**config.mk**
```make
export PLATFORM = sky130hd
export DESIGN_NAME = bounded_deque_with_value_delete_unit_flat
export DESIGN_NICKNAME = d
export VERILOG_FILES = /design/src/rtl/bdq_pkg.sv /design/src/rtl/bdq_in_if.sv /design/src/rtl/bdq_out_if.sv /design/src/rtl/bdq_dp.sv /design/src/rtl/bdq_ctrl.sv /design/src/rtl/bounded_deque_with_value_delete_unit.sv /design/src/flat_wrapper.sv
export SDC_FILE = /design/constraint.sdc
export NUM_CORES = 1
export LEC_CHECK = 0
export CAP_MARGIN = 25
export CORE_ASPECT_RATIO = 0.7
export CORE_MARGIN = 1
export CORE_UTILIZATION = 55
export DETAILED_ROUTE_END_ITERATION = 6
export DONT_BUFFER_PORTS = 1
export GPL_TIMING_DRIVEN = 0
export PLACE_DENSITY = 0.7
export SLEW_MARGIN = 20
export SYNTH_ARGS = -nofsm -noshare
export SYNTH_HDL_FRONTEND = slang
export SYNTH_SLANG_ARGS = --single-unit
```
**constraint.sdc**
```tcl
create_clock -name clk -period 7.2 [get_ports clk]
set_clock_uncertainty 0.1 [all_clocks]
set_input_delay 1.44 -clock clk [delete_from_list [all_inputs] [get_ports clk]]
set_output_delay 1.44 -clock clk [all_outputs]
set_load 0.02 [all_outputs]
```
**src/rtl/bdq_pkg.sv**
```systemverilog
// Package for the bounded deque unit: sizes, operation and status codes,
// controller states, command/status structs and ring index helpers.
// No dependencies.
package bdq_pkg;

  localparam int CAPACITY = 16;
  localparam int IDX_W    = $clog2(CAPACITY);
  localparam int CNT_W    = $clog2(CAPACITY + 1);
  localparam int DATA_W   = 32;

  typedef enum logic [2:0] {
    MODE_PUSH_FRONT = 3'd0,
    MODE_PUSH_BACK  = 3'd1,
    MODE_POP_FRONT  = 3'd2,
    MODE_POP_BACK   = 3'd3,
    MODE_DELETE     = 3'd4,
    MODE_CLEAR      = 3'd5,
    MODE_DUMP       = 3'd6
  } mode_t;

  typedef enum logic [1:0] {
    ST_OK        = 2'd0,
    ST_EMPTY     = 2'd1,
    ST_NOT_FOUND = 2'd2,
    ST_FULL      = 2'd3
  } status_t;

  typedef enum logic [3:0] {
    S_IDLE,
    S_EXEC,
    S_SRCH_RD,
    S_SRCH_CMP,
    S_SHIFT_RD,
    S_SHIFT_WR,
    S_DUMP_RD,
    S_DUMP_EMIT,
    S_EMIT
  } state_t;

  typedef enum logic [1:0] {FR_HOLD, FR_DEC, FR_INC, FR_CLR} front_op_t;
  typedef enum logic [1:0] {CT_HOLD, CT_INC, CT_DEC, CT_CLR} cnt_op_t;
  typedef enum logic [1:0] {WR_FRONT, WR_BACK, WR_SHIFT} wr_sel_t;
  typedef enum logic       {RD_POS, RD_NEXT} rd_sel_t;

  // controller -> datapath
  typedef struct packed {
    logic      ld_op;
    logic      pos_clr;
    logic      pos_inc;
    logic      rd_en;
    rd_sel_t   rd_sel;
    logic      wr_en;
    wr_sel_t   wr_sel;
    front_op_t front_op;
    cnt_op_t   cnt_op;
    logic      emit;
    logic      emit_dump;
    status_t   emit_status;
  } cmd_t;

  // datapath -> controller
  typedef struct packed {
    mode_t mode;
    logic  empty;
    logic  full;
    logic  match;
    logic  pos_zero;
    logic  pos_last;
    logic  out_free;
  } stat_t;

  // (base + off) mod CAPACITY, off < CAPACITY
  function automatic logic [IDX_W-1:0] ring_add(input logic [IDX_W-1:0] base,
                                                input logic [CNT_W-1:0] off);
    logic [CNT_W:0] sum;
    sum = (CNT_W+1)'(base) + (CNT_W+1)'(off);
    if (sum >= (CNT_W+1)'(CAPACITY)) begin
      sum = sum - (CNT_W+1)'(CAPACITY);
    end
    return sum[IDX_W-1:0];
  endfunction

  function automatic logic [IDX_W-1:0] ring_dec(input logic [IDX_W-1:0] base);
    logic [IDX_W-1:0] res;
    if (base == '0) begin
      res = IDX_W'(CAPACITY - 1);
    end else begin
      res = base - 1'b1;
    end
    return res;
  endfunction

endpackage

```
**src/rtl/bdq_in_if.sv**
```systemverilog
// Request channel interface: valid/ready plus operation and value.
// Depends on bdq_pkg.
interface bdq_in_if;
  logic                                valid;
  logic                                ready;
  logic [2:0]                          mode;
  logic signed [bdq_pkg::DATA_W-1:0]   value;

  modport source (output valid, output mode, output value, input ready);
  modport sink   (input valid, input mode, input value, output ready);
endinterface

```
**src/rtl/bdq_out_if.sv**
```systemverilog
// Result channel interface: valid/ready plus status, item, count, last.
// Depends on bdq_pkg.
interface bdq_out_if;
  logic                                valid;
  logic                                ready;
  logic [1:0]                          status;
  logic signed [bdq_pkg::DATA_W-1:0]   item;
  logic [bdq_pkg::CNT_W-1:0]           count;
  logic                                last;

  modport source (output valid, output status, output item, output count,
                  output last, input ready);
  modport sink   (input valid, input status, input item, input count,
                  input last, output ready);
endinterface

```
**src/rtl/bdq_dp.sv**
```systemverilog
// Datapath: entry memory, front/count/position registers, request capture
// and the result register. Depends on bdq_pkg.
module bdq_dp (
  input  logic                                clk,
  input  logic                                rst_n,
  input  bdq_pkg::cmd_t                       cmd,
  output bdq_pkg::stat_t                      stat,
  input  logic [2:0]                          in_mode,
  input  logic signed [bdq_pkg::DATA_W-1:0]   in_value,
  input  logic                                out_ready,
  output logic                                out_valid,
  output logic [1:0]                          out_status,
  output logic signed [bdq_pkg::DATA_W-1:0]   out_item,
  output logic [bdq_pkg::CNT_W-1:0]           out_count,
  output logic                                out_last
);
  import bdq_pkg::*;

  logic [DATA_W-1:0] mem_r [CAPACITY];
  logic [DATA_W-1:0] rd_data_r;
  logic [2:0]        mode_r;
  logic [DATA_W-1:0] val_r;
  logic [IDX_W-1:0]  front_r, front_nxt;
  logic [CNT_W-1:0]  count_r, count_nxt;
  logic [IDX_W-1:0]  pos_r, pos_nxt;
  logic [CNT_W-1:0]  pos_ext, pos_p1;
  logic [IDX_W-1:0]  rd_addr, wr_addr;
  logic [DATA_W-1:0] wr_data;

  logic              ovalid_r, ovalid_nxt;
  logic [1:0]        ostatus_r;
  logic [DATA_W-1:0] oitem_r;
  logic [CNT_W-1:0]  ocount_r;
  logic              olast_r;

  assign pos_ext = CNT_W'(pos_r);
  assign pos_p1  = pos_ext + 1'b1;

  assign rd_addr = (cmd.rd_sel == RD_NEXT) ? ring_add(front_r, pos_p1)
                                           : ring_add(front_r, pos_ext);

  always_comb begin
    case (cmd.wr_sel)
      WR_FRONT: wr_addr = ring_dec(front_r);
      WR_BACK:  wr_addr = ring_add(front_r, count_r);
      default:  wr_addr = ring_add(front_r, pos_ext);
    endcase
  end
  assign wr_data = (cmd.wr_sel == WR_SHIFT) ? rd_data_r : val_r;

  always_comb begin
    case (cmd.front_op)
      FR_DEC:  front_nxt = ring_dec(front_r);
      FR_INC:  front_nxt = ring_add(front_r, CNT_W'(1));
      FR_CLR:  front_nxt = '0;
      default: front_nxt = front_r;
    endcase
    case (cmd.cnt_op)
      CT_INC:  count_nxt = count_r + 1'b1;
      CT_DEC:  count_nxt = count_r - 1'b1;
      CT_CLR:  count_nxt = '0;
      default: count_nxt = count_r;
    endcase
    if (cmd.pos_clr) begin
      pos_nxt = '0;
    end else if (cmd.pos_inc) begin
      pos_nxt = pos_r + 1'b1;
    end else begin
      pos_nxt = pos_r;
    end
  end

  // result register frees as soon as the sink takes it
  always_comb begin
    if (cmd.emit) begin
      ovalid_nxt = 1'b1;
    end else if (out_ready) begin
      ovalid_nxt = 1'b0;
    end else begin
      ovalid_nxt = ovalid_r;
    end
  end

  always_ff @(posedge clk) begin
    if (!rst_n) begin
      front_r  <= '0;
      count_r  <= '0;
      pos_r    <= '0;
      ovalid_r <= 1'b0;
    end else begin
      front_r  <= front_nxt;
      count_r  <= count_nxt;
      pos_r    <= pos_nxt;
      ovalid_r <= ovalid_nxt;
    end
  end

  always_ff @(posedge clk) begin
    if (cmd.ld_op) begin
      mode_r <= in_mode;
      val_r  <= in_value;
    end
    if (cmd.emit) begin
      ostatus_r <= cmd.emit_status;
      oitem_r   <= cmd.emit_dump ? rd_data_r : '0;
      ocount_r  <= count_r;
      olast_r   <= cmd.emit_dump ? (pos_p1 == count_r) : 1'b1;
    end
  end

  // entry store: one write port, one registered read port
  always_ff @(posedge clk) begin
    if (cmd.wr_en) begin
      mem_r[wr_addr] <= wr_data;
    end
    if (cmd.rd_en) begin
      rd_data_r <= mem_r[rd_addr];
    end
  end

  assign stat.mode     = mode_t'(mode_r);
  assign stat.empty    = (count_r == '0);
  assign stat.full     = (count_r == CNT_W'(CAPACITY));
  assign stat.match    = (rd_data_r == val_r);
  assign stat.pos_zero = (pos_r == '0);
  assign stat.pos_last = (pos_p1 == count_r);
  assign stat.out_free = !ovalid_r || out_ready;

  assign out_valid  = ovalid_r;
  assign out_status = ostatus_r;
  assign out_item   = oitem_r;
  assign out_count  = ocount_r;
  assign out_last   = olast_r;

endmodule

```
**src/rtl/bdq_ctrl.sv**
```systemverilog
// Controller state machine: sequences each request through execute, search,
// shift and dump steps. Depends on bdq_pkg.
module bdq_ctrl (
  input  logic            clk,
  input  logic            rst_n,
  input  logic            in_valid,
  output logic            in_ready,
  input  bdq_pkg::stat_t  stat,
  output bdq_pkg::cmd_t   cmd
);
  import bdq_pkg::*;

  state_t  state_r, state_nxt;
  status_t st_r, st_nxt;

  // next state and held status code
  always_comb begin
    state_nxt = state_r;
    st_nxt    = st_r;
    case (state_r)
      S_IDLE: begin
        if (in_valid) state_nxt = S_EXEC;
      end
      S_EXEC: begin
        st_nxt    = ST_OK;
        state_nxt = S_EMIT;
        case (stat.mode)
          MODE_PUSH_FRONT, MODE_PUSH_BACK: begin
            if (stat.full) st_nxt = ST_FULL;
          end
          MODE_POP_FRONT, MODE_POP_BACK, MODE_CLEAR: begin
            if (stat.empty) st_nxt = ST_EMPTY;
          end
          MODE_DELETE: begin
            if (stat.empty) st_nxt = ST_EMPTY;
            else            state_nxt = S_SRCH_RD;
          end
          MODE_DUMP: begin
            if (stat.empty) st_nxt = ST_EMPTY;
            else            state_nxt = S_DUMP_RD;
          end
          default: ;
        endcase
      end
      S_SRCH_RD: state_nxt = S_SRCH_CMP;
      S_SRCH_CMP: begin
        if (stat.match) begin
          st_nxt    = ST_OK;
          state_nxt = stat.pos_zero ? S_EMIT : S_SHIFT_RD;
        end else if (stat.pos_last) begin
          st_nxt    = ST_NOT_FOUND;
          state_nxt = S_EMIT;
        end else begin
          state_nxt = S_SRCH_RD;
        end
      end
      S_SHIFT_RD: state_nxt = stat.pos_last ? S_EMIT : S_SHIFT_WR;
      S_SHIFT_WR: state_nxt = S_SHIFT_RD;
      S_DUMP_RD:  state_nxt = S_DUMP_EMIT;
      S_DUMP_EMIT: begin
        if (stat.out_free) state_nxt = stat.pos_last ? S_IDLE : S_DUMP_RD;
      end
      S_EMIT: begin
        if (stat.out_free) state_nxt = S_IDLE;
      end
      default: state_nxt = S_IDLE;
    endcase
  end

  // datapath commands
  always_comb begin
    cmd          = '0;
    cmd.rd_sel   = RD_POS;
    cmd.wr_sel   = WR_FRONT;
    cmd.front_op = FR_HOLD;
    cmd.cnt_op   = CT_HOLD;
    cmd.emit_status = st_r;
    in_ready     = 1'b0;
    case (state_r)
      S_IDLE: begin
        in_ready   = 1'b1;
        cmd.ld_op  = in_valid;
      end
      S_EXEC: begin
        cmd.pos_clr = 1'b1;
        case (stat.mode)
          MODE_PUSH_FRONT: begin
            if (!stat.full) begin
              cmd.wr_en    = 1'b1;
              cmd.wr_sel   = WR_FRONT;
              cmd.front_op = FR_DEC;
              cmd.cnt_op   = CT_INC;
            end
          end
          MODE_PUSH_BACK: begin
            if (!stat.full) begin
              cmd.wr_en  = 1'b1;
              cmd.wr_sel = WR_BACK;
              cmd.cnt_op = CT_INC;
            end
          end
          MODE_POP_FRONT: begin
            if (!stat.empty) begin
              cmd.front_op = FR_INC;
              cmd.cnt_op   = CT_DEC;
            end
          end
          MODE_POP_BACK: begin
            if (!stat.empty) cmd.cnt_op = CT_DEC;
          end
          MODE_CLEAR: begin
            cmd.front_op = FR_CLR;
            cmd.cnt_op   = CT_CLR;
          end
          default: ;
        endcase
      end
      S_SRCH_RD: begin
        cmd.rd_en  = 1'b1;
        cmd.rd_sel = RD_POS;
      end
      S_SRCH_CMP: begin
        if (stat.match) begin
          if (stat.pos_zero) begin
            cmd.front_op = FR_INC;
            cmd.cnt_op   = CT_DEC;
          end
        end else if (!stat.pos_last) begin
          cmd.pos_inc = 1'b1;
        end
      end
      S_SHIFT_RD: begin
        if (stat.pos_last) begin
          cmd.cnt_op = CT_DEC;
        end else begin
          cmd.rd_en  = 1'b1;
          cmd.rd_sel = RD_NEXT;
        end
      end
      S_SHIFT_WR: begin
        cmd.wr_en   = 1'b1;
        cmd.wr_sel  = WR_SHIFT;
        cmd.pos_inc = 1'b1;
      end
      S_DUMP_RD: begin
        cmd.rd_en  = 1'b1;
        cmd.rd_sel = RD_POS;
      end
      S_DUMP_EMIT: begin
        if (stat.out_free) begin
          cmd.emit        = 1'b1;
          cmd.emit_dump   = 1'b1;
          cmd.emit_status = ST_OK;
          cmd.pos_inc     = !stat.pos_last;
        end
      end
      S_EMIT: begin
        cmd.emit = stat.out_free;
      end
      default: ;
    endcase
  end

  always_ff @(posedge clk) begin
    if (!rst_n) begin
      state_r <= S_IDLE;
      st_r    <= ST_OK;
    end else begin
      state_r <= state_nxt;
      st_r    <= st_nxt;
    end
  end

endmodule

```
**src/rtl/bounded_deque_with_value_delete_unit.sv**
```systemverilog
// Bounded deque of signed 32-bit values in a 16-entry ring, with delete-by-value
// and dump. Each request is captured, then executed; delete then searches from
// the front and, on a hit past the front, shifts the later entries down; dump
// reads and emits each entry in turn. A result waits while the result register
// is still held by the sink. Requests are handled one at a time; the next is
// taken in the idle state once the last result is written to the result register.
// Sync active-low reset empties the deque (count and front cleared); entry contents are not cleared.
module bounded_deque_with_value_delete_unit (
  input  logic      clk,
  input  logic      rst_n,
  bdq_in_if.sink    in_ch,
  bdq_out_if.source out_ch
);
  import bdq_pkg::*;

  cmd_t  cmd;   // controller commands to the datapath
  stat_t stat;  // datapath flags back to the controller

  // The controller takes a request only in its idle state; the result
  // register in the datapath lets it accept the next request while the
  // last result still waits on the sink.
  bdq_ctrl u_ctrl (
    .clk      (clk),
    .rst_n    (rst_n),
    .in_valid (in_ch.valid),
    .in_ready (in_ch.ready),
    .stat     (stat),
    .cmd      (cmd)
  );

  // Entry store, ring pointers and result register.
  bdq_dp u_dp (
    .clk        (clk),
    .rst_n      (rst_n),
    .cmd        (cmd),
    .stat       (stat),
    .in_mode    (in_ch.mode),
    .in_value   (in_ch.value),
    .out_ready  (out_ch.ready),
    .out_valid  (out_ch.valid),
    .out_status (out_ch.status),
    .out_item   (out_ch.item),
    .out_count  (out_ch.count),
    .out_last   (out_ch.last)
  );

endmodule

```
**src/flat_wrapper.sv**
```systemverilog
// flat-port wrapper written by rule: the top's interface ports become plain ports
module bounded_deque_with_value_delete_unit_flat import bdq_pkg::*;
  (clk, rst_n, in_ch_valid, in_ch_mode, in_ch_value, in_ch_ready, out_ch_valid, out_ch_status, out_ch_item, out_ch_count, out_ch_last, out_ch_ready);
  bdq_in_if in_ch_i ();
  bdq_out_if out_ch_i ();
  input  logic clk;
  input  logic rst_n;
  input wire logic [$bits(in_ch_i.valid)-1:0] in_ch_valid;
  input wire logic [$bits(in_ch_i.mode)-1:0] in_ch_mode;
  input wire logic [$bits(in_ch_i.value)-1:0] in_ch_value;
  output wire logic [$bits(in_ch_i.ready)-1:0] in_ch_ready;
  output wire logic [$bits(out_ch_i.valid)-1:0] out_ch_valid;
  output wire logic [$bits(out_ch_i.status)-1:0] out_ch_status;
  output wire logic [$bits(out_ch_i.item)-1:0] out_ch_item;
  output wire logic [$bits(out_ch_i.count)-1:0] out_ch_count;
  output wire logic [$bits(out_ch_i.last)-1:0] out_ch_last;
  input wire logic [$bits(out_ch_i.ready)-1:0] out_ch_ready;
  assign in_ch_i.valid = in_ch_valid;
  assign in_ch_i.mode = in_ch_mode;
  assign in_ch_i.value = in_ch_value;
  assign in_ch_ready = in_ch_i.ready;
  assign out_ch_valid = out_ch_i.valid;
  assign out_ch_status = out_ch_i.status;
  assign out_ch_item = out_ch_i.item;
  assign out_ch_count = out_ch_i.count;
  assign out_ch_last = out_ch_i.last;
  assign out_ch_i.ready = out_ch_ready;
  bounded_deque_with_value_delete_unit u_core (.clk(clk), .rst_n(rst_n), .in_ch(in_ch_i), .out_ch(out_ch_i));
endmodule
```
## Word level (Yosys, flattened, before mapping)

Memory sizes are Yosys's and may differ from the RTL's. A register that Yosys moved wholly into a read port is not among the register bits.
Cells that the tools add are included.

| cells by class | value |
|---|---|
| $add $sub $neg | 13 |
| order comparisons | 4 |
| eq/ne operators | 29 |
| multiplexer cells | 58 |
| bitwise operators | 1 |
| reductions and logical operators | 19 |

Operators by type and width:

| cell | number |
|---|---|
| $mux W4 | 19 |
| $pmux W4 S9 | 1 |
| $eq A32 B32 Y1 | 1 |
| $mux W32 | 1 |
| $sub A4 B1 Y4 const B | 5 |
| $eq A4 B3 Y1 const B | 4 |
| $pmux W2 S2 | 4 |
| $pmux W4 S2 | 2 |
| $pmux W5 S3 | 1 |
| $add A4 B5 Y6 | 2 |
| $ge A6 B5 Y1 const B | 2 |
| $logic_not A4 Y1 | 3 |
| $mux W1 | 12 |
| $mux W2 | 6 |
| $pmux W2 S3 | 2 |
| $pmux W3 S2 | 2 |
| $pmux W4 S3 | 1 |
| $add A4 B1 Y5 const B | 2 |
| $eq A2 B2 Y1 const B | 5 |
| $ge A5 B5 Y1 const B | 2 |
| $pmux W2 S5 | 1 |
| $eq A3 B3 Y1 const B | 3 |
| $mux W3 | 3 |
| $eq A4 B2 Y1 const B | 2 |
| other kinds (28) | 38 |

| storage, ports and cells | value |
|---|---|
| register bits | 95 |
| memory bits (writable) | 512 |
| input port bits | 39 |
| memories kept | 1 |

Memory list:

| name | depth | width | rd ports | clocked after memory_dff | wr ports | RTL line | source |
|---|---|---|---|---|---|---|---|
| u_core.u_dp.mem_r | 16 | 32 | 1 | 1 | 1 | bdq_dp.sv:19 | `logic [DATA_W-1:0] mem_r [CAPACITY];` |

## Logic depth before layout (Yosys ltp)

| logic depth | value |
|---|---|
| word-level depth | 6 |
| gate-level depth with buffers | 17 |
| gate-level depth less buffers | 17 |

## Modules after synthesis

Synthesis repeated with hierarchy kept, for this count alone.

| second synthesis, totals | value |
|---|---|
| cells, all modules | 2074 |
| area, all modules | 30605.6 um^2 |

Modules (own cells, without submodules):

| module | instances | cells each | area each (um^2) |
|---|---|---|---|
| bdq_dp | 1 | 1980 | 29936.2 |
| bdq_ctrl | 1 | 94 | 669.4 |

## Worst setup path before layout

OpenSTA, ideal clock, no wires.

| timing path | value |
|---|---|
| kind | reg2reg |
| from | register u_core.u_dp.front_r[1] |
| to | memory u_core.u_dp.mem_r[12][0], enable pin |
| arrival time | 3.763 ns |
| data required time | 6.679 ns |
| slack | 2.916 ns |
| cell stages (with the launch flop) | 10 |
| period minus slack after synthesis | 4.284 ns |
| cell sequence | dfxtp_1 inv_1 fa_1 clkbuf_1 clkbuf_1 clkbuf_1 nand2_1 o21ai_0 nand2_1 nor2_1 |

| on the way | value |
|---|---|
| longest elaborated chain between the ends | 4 |
| elaborated cells on any way between the ends | 12 |

Ends and longest elaborated chain:

| element | RTL line | source |
|---|---|---|
| from (decl) | bdq_dp.sv:23 | `logic [IDX_W-1:0] front_r, front_nxt;` |
| from (signal assigned) | bdq_dp.sv:91 | `front_r <= front_nxt;` |
| $add A4 B5 Y6 or $add A4 B4 Y5 (tied branches) | bdq_pkg.sv:76 | `sum = (CNT_W+1)'(base) + (CNT_W+1)'(off);` |
| $ge A6 B5 Y1, or another cell as far along | bdq_pkg.sv:77 | `if (sum >= (CNT_W+1)'(CAPACITY)) begin` |
| $mux W4 | bdq_pkg.sv:77 |  |
| $pmux W4 S2 * | bdq_dp.sv:43 | `case (cmd.wr_sel)` |
| to (decl) | bdq_dp.sv:19 |  |

Every way passes the cells marked *; elsewhere a longest branch is shown, timed or not.

## Worst setup path in the final report

| timing path | value |
|---|---|
| from | register u_core.u_dp.front_r[1] |
| to | memory u_core.u_dp.mem_r[4][13], enable pin |

Same word-level chain as after synthesis.

==> results.json <==
{
  "outcome": "finished, violations left",
  "failed_checks": "design-rule violations",
  "max-cap-violations": 0,
  "p_leak_nw": 11.1,
  "grt_max_degree": 34,
  "synth_compound_area_share_pct": 7.53,
  "initial_core_util_pct": 56.3,
  "use_met2_pct": 46.0,
  "antenna_found_initial": 1,
  "cp_max_fo": 15,
  "multi_input_area_mm2": 0.0120,
  "ir_drop_uv": 227,
  "power_mw": 10.1,
  "cts_root_buf": "clkbuf_16",
  "globalplace.congestion": 0.890,
  "finalHoldViolCount": 0,
  "cts_max_path_buffers": 3,
  "grt_overflow": 0,
  "tightest_slew_ns": 1.07,
  "dpl_cell_area_mm2": 0.0331,
  "grt_pass1_vias": 19700,
  "critPathTopFamily": "buffers and inverters",
  "critPathLaunchType": "register",
  "required_ns": 7.45,
  "cts_tree": "done",
  "synth_top_family_by_area": "multiplexers",
  "synth_xor_area_share_pct": 1.68,
  "stdcell_area_mm2": 0.0354,
  "dr.pass1.iters": 7,
  "critPathBufInv": 6,
  "clk_pin_slew_worst_paths_ns": 0.07,
  "period_share_pct": 78.4,
  "whs_ns": 0.415,
  "synthesis.area_mm2": 0.0315,
  "worstSetupPathType": "register to register",
  "synthAdderAreaFrac_pct": 0.891,
  "via_per_inst": 7.23,
  "num-fill-cells": 3928,
  "hold_path_depth": 2,
  "drive_gt1_share_pct": 26.7,
  "cpMostUsedCell": "clkbuf_1",
  "reg2reg_depth": 11,
  "wl_per_cell_um": 33.4,
  "synth.avg_cell_area_um2": 16.5,
  "fp.dieArea_mm2": 0.0582,
  "critPathSlowestCell": "clkbuf_1",
  "arrival_ns": 5.89,
  "nets": 2064,
  "io_pins": 81,
  "synthMuxAreaShare_pct": 23.7,
  "cts_max_level": 2,
  "hold_buffers": 0,
  "grt_setup_unrepaired": "false",
  "hold_path_class": "register to register",
  "vias": 20200,
  "slowest_delay_ns": 0.70,
  "ys_ff_latch": 639,
  "post-cts-setup-buffers": 0,
  "syn_inst": 1905,
  "portBuffers": 0,
  "rows": 72,
  "drc": 36,
  "max_freq_ghz": 0.177,
  "synth.distinct_cells": 59,
  "seqCellArea_mm2": 0.0190,
  "core_mm2": 0.0559,
  "slew_headroom_pct": 27.9,
  "slew_viol_final": 0,
  "powerDensity_mw_per_mm2": 285,
  "grt_use_met3_pct": 12.0,
  "path_depth": 11,
  "met1_usage_pct": 46.3,
  "postRouteAntennaNets": 0,
  "crit_chain": "inv_1 -> fa_1 -> clkbuf_1 -> clkbuf_1 -> clkbuf_1 -> nand2_1 -> o21ai_0 -> nand2_1 -> nor2_4 -> buf_16 -> buf_16",
  "busiest_layer": "met1",
  "min_period_ns": 5.64,
  "fin_util_pct": 63.3,
  "wl_um": 93500,
  "clk_latency_ns": 0.65,
  "async_flop_share_pct": 0,
  "hpwl_um": 64700,
  "ys_dominant_reg_cell": "edfxtp_1",
  "setup_violations": 0,
  "die-height_um": 202,
  "cts_sinks": 639,
  "area_growth_syn_to_layout_pct": 12.4,
  "drtIter0Drc": 2987,
  "synth_edf_count": 619,
  "yosysWarnings": 0,
  "fp.dieW_um": 288,
  "synthSimpleGateAreaFrac_pct": 3.83,
  "ctsResizeCount": 0,
  "worstSetupEndpointType": "register",
  "yosysSeqAreaShare_pct": 60.3,
  "grtUsageTotal_pct": 32.2,
  "synth_nets": 1964,
  "grt_pass1_wl_um": 133000,
  "tns_ns": 0,
  "cts_buffers": 60
}
[cells by family after synthesis]
family          count (synthesis)
fa+ha+maj                      20
simple gates                  247
mux                           419
buf+inv                       157
compound gates                366
xor+xnor                       57
flops                         639
[cell usage in the layout (no fill, tap or decap), types with 20 or more instances in the layout]
cell,netlist,final
mux2_2,98,98
clkbuf_16,0,62
mux4_2,250,250
xor2_1,41,41
edfxtp_1,619,619
nor2_1,80,63
o21ai_0,76,76
o21a_1,36,36
a21oi_1,27,27
o22ai_1,126,126
clkbuf_1,86,92
o221ai_1,31,31
dfxtp_1,20,20
nand2_1,64,64
and2_1,36,35
mux2i_1,70,70
buf_2,33,38
a211oi_1,34,34
[state kept, by name, summed over array words and instances (netlist names)]
name and cells:
u_core.u_dp.mem_r 512, u_core.u_dp.out_item 32, u_core.u_dp.rd_data_r 32, u_core.u_dp.val_r 32, u_core.u_dp.count_r 5, u_core.u_dp.out_count 5, u_core.u_ctrl.state_r 4, u_core.u_dp.front_r 4
u_core.u_dp.pos_r 4, u_core.u_dp.mode_r 3, u_core.u_ctrl.st_r 2, u_core.u_dp.out_status 2, u_core.u_dp.out_last 1, u_core.u_dp.out_valid 1
[power by group]
| group | leakage (nW) | internal (mW) | total (mW) | switching [mW] |
|---|---|---|---|---|
| clock network | 1.05 | 2.08 | 3.54 | 1.47 |
| logic | 4.32 | 0.989 | 2.29 | 1.30 |
| registers | 5.73 | 4.19 | 4.26 | 0.0671 |
[path summary, 6_finish.rpt]
| kind | slack, ns | from | to |
|---|---|---|---|
| setup / recovery | 1.56 | u_core.u_dp.front_r[1] | u_core.u_dp.mem_r[4][13] |
| hold / removal | 0.42 | u_core.u_ctrl.st_r[0] | u_core.u_ctrl.st_r[0] |
| setup reg to reg | 1.56 | u_core.u_dp.front_r[1] | u_core.u_dp.mem_r[4][13] |
| hold reg to reg | 0.42 | u_core.u_ctrl.st_r[0] | u_core.u_ctrl.st_r[0] |
[per-layer routing]
| metal | part of all wire, % | wire length (µm) |
|---|---|---|
| met5 | 0.014 | 13 |
| met4 | 2.9 | 2670 |
| met3 | 16 | 14700 |
| met2 | 43 | 40000 |
| met1 | 39 | 36100 |
[worst register-to-register path: stages (launching register included)]
cell      delay [ns]
dfxtp_1         0.61
inv_1           0.24
fa_1            0.58
clkbuf_1        0.69
clkbuf_1        0.68
clkbuf_1        0.71
nand2_1         0.19
o21ai_0         0.17
nand2_1         0.30
nor2_4          0.69
buf_16          0.24
buf_16          0.17
[through the flow]
| step | setup WS [ns] | instances |
|---|---|---|
| CTS | 1.76 | 2789 |
| detailed placement | 1.78 | 2675 |
| global route | 1.54 | 2797 |
| global placement | -0.292 | 2645 |
| finish | 1.56 | 2798 |
| floorplan | 2.92 | 1905 |
[cell type report]
| class | count | area share (%) |
|---|---|---|
| Inverter | 18 | 0.191 |
| Antenna cell | 1 | 0.00707 |
| Tap cell | 740 | 2.62 |
| Clock inverter | 46 | 1.73 |
| Sequential cell | 639 | 53.7 |
| Timing Repair Buffer | 38 | 1.85 |
| Clock buffer | 68 | 4.45 |
| Multi-Input combinational cell | 1109 | 33.9 |
| Buffer | 139 | 1.63 |
[cells in the mapped netlist (18+ instances only)]
cell type / number / share of area (%)
nor2_1: 80 / 0.95
mux2i_1: 70 / 2.2
o21ai_0: 76 / 1.2
o221ai_1: 31 / 0.86
buf_1: 18 / 0.21
edfxtp_1: 619 / 59
mux2_2: 98 / 3.5
o21a_1: 36 / 0.86
mux4_2: 250 / 18
xor2_1: 41 / 1.1
o22ai_1: 126 / 2.5
a21oi_1: 27 / 0.43
nand2_1: 64 / 0.76
a211oi_1: 34 / 0.81
buf_2: 33 / 0.52
and2_1: 36 / 0.72
clkbuf_1: 86 / 1.0
dfxtp_1: 20 / 1.3
Power figures use the tool's default switching activity.
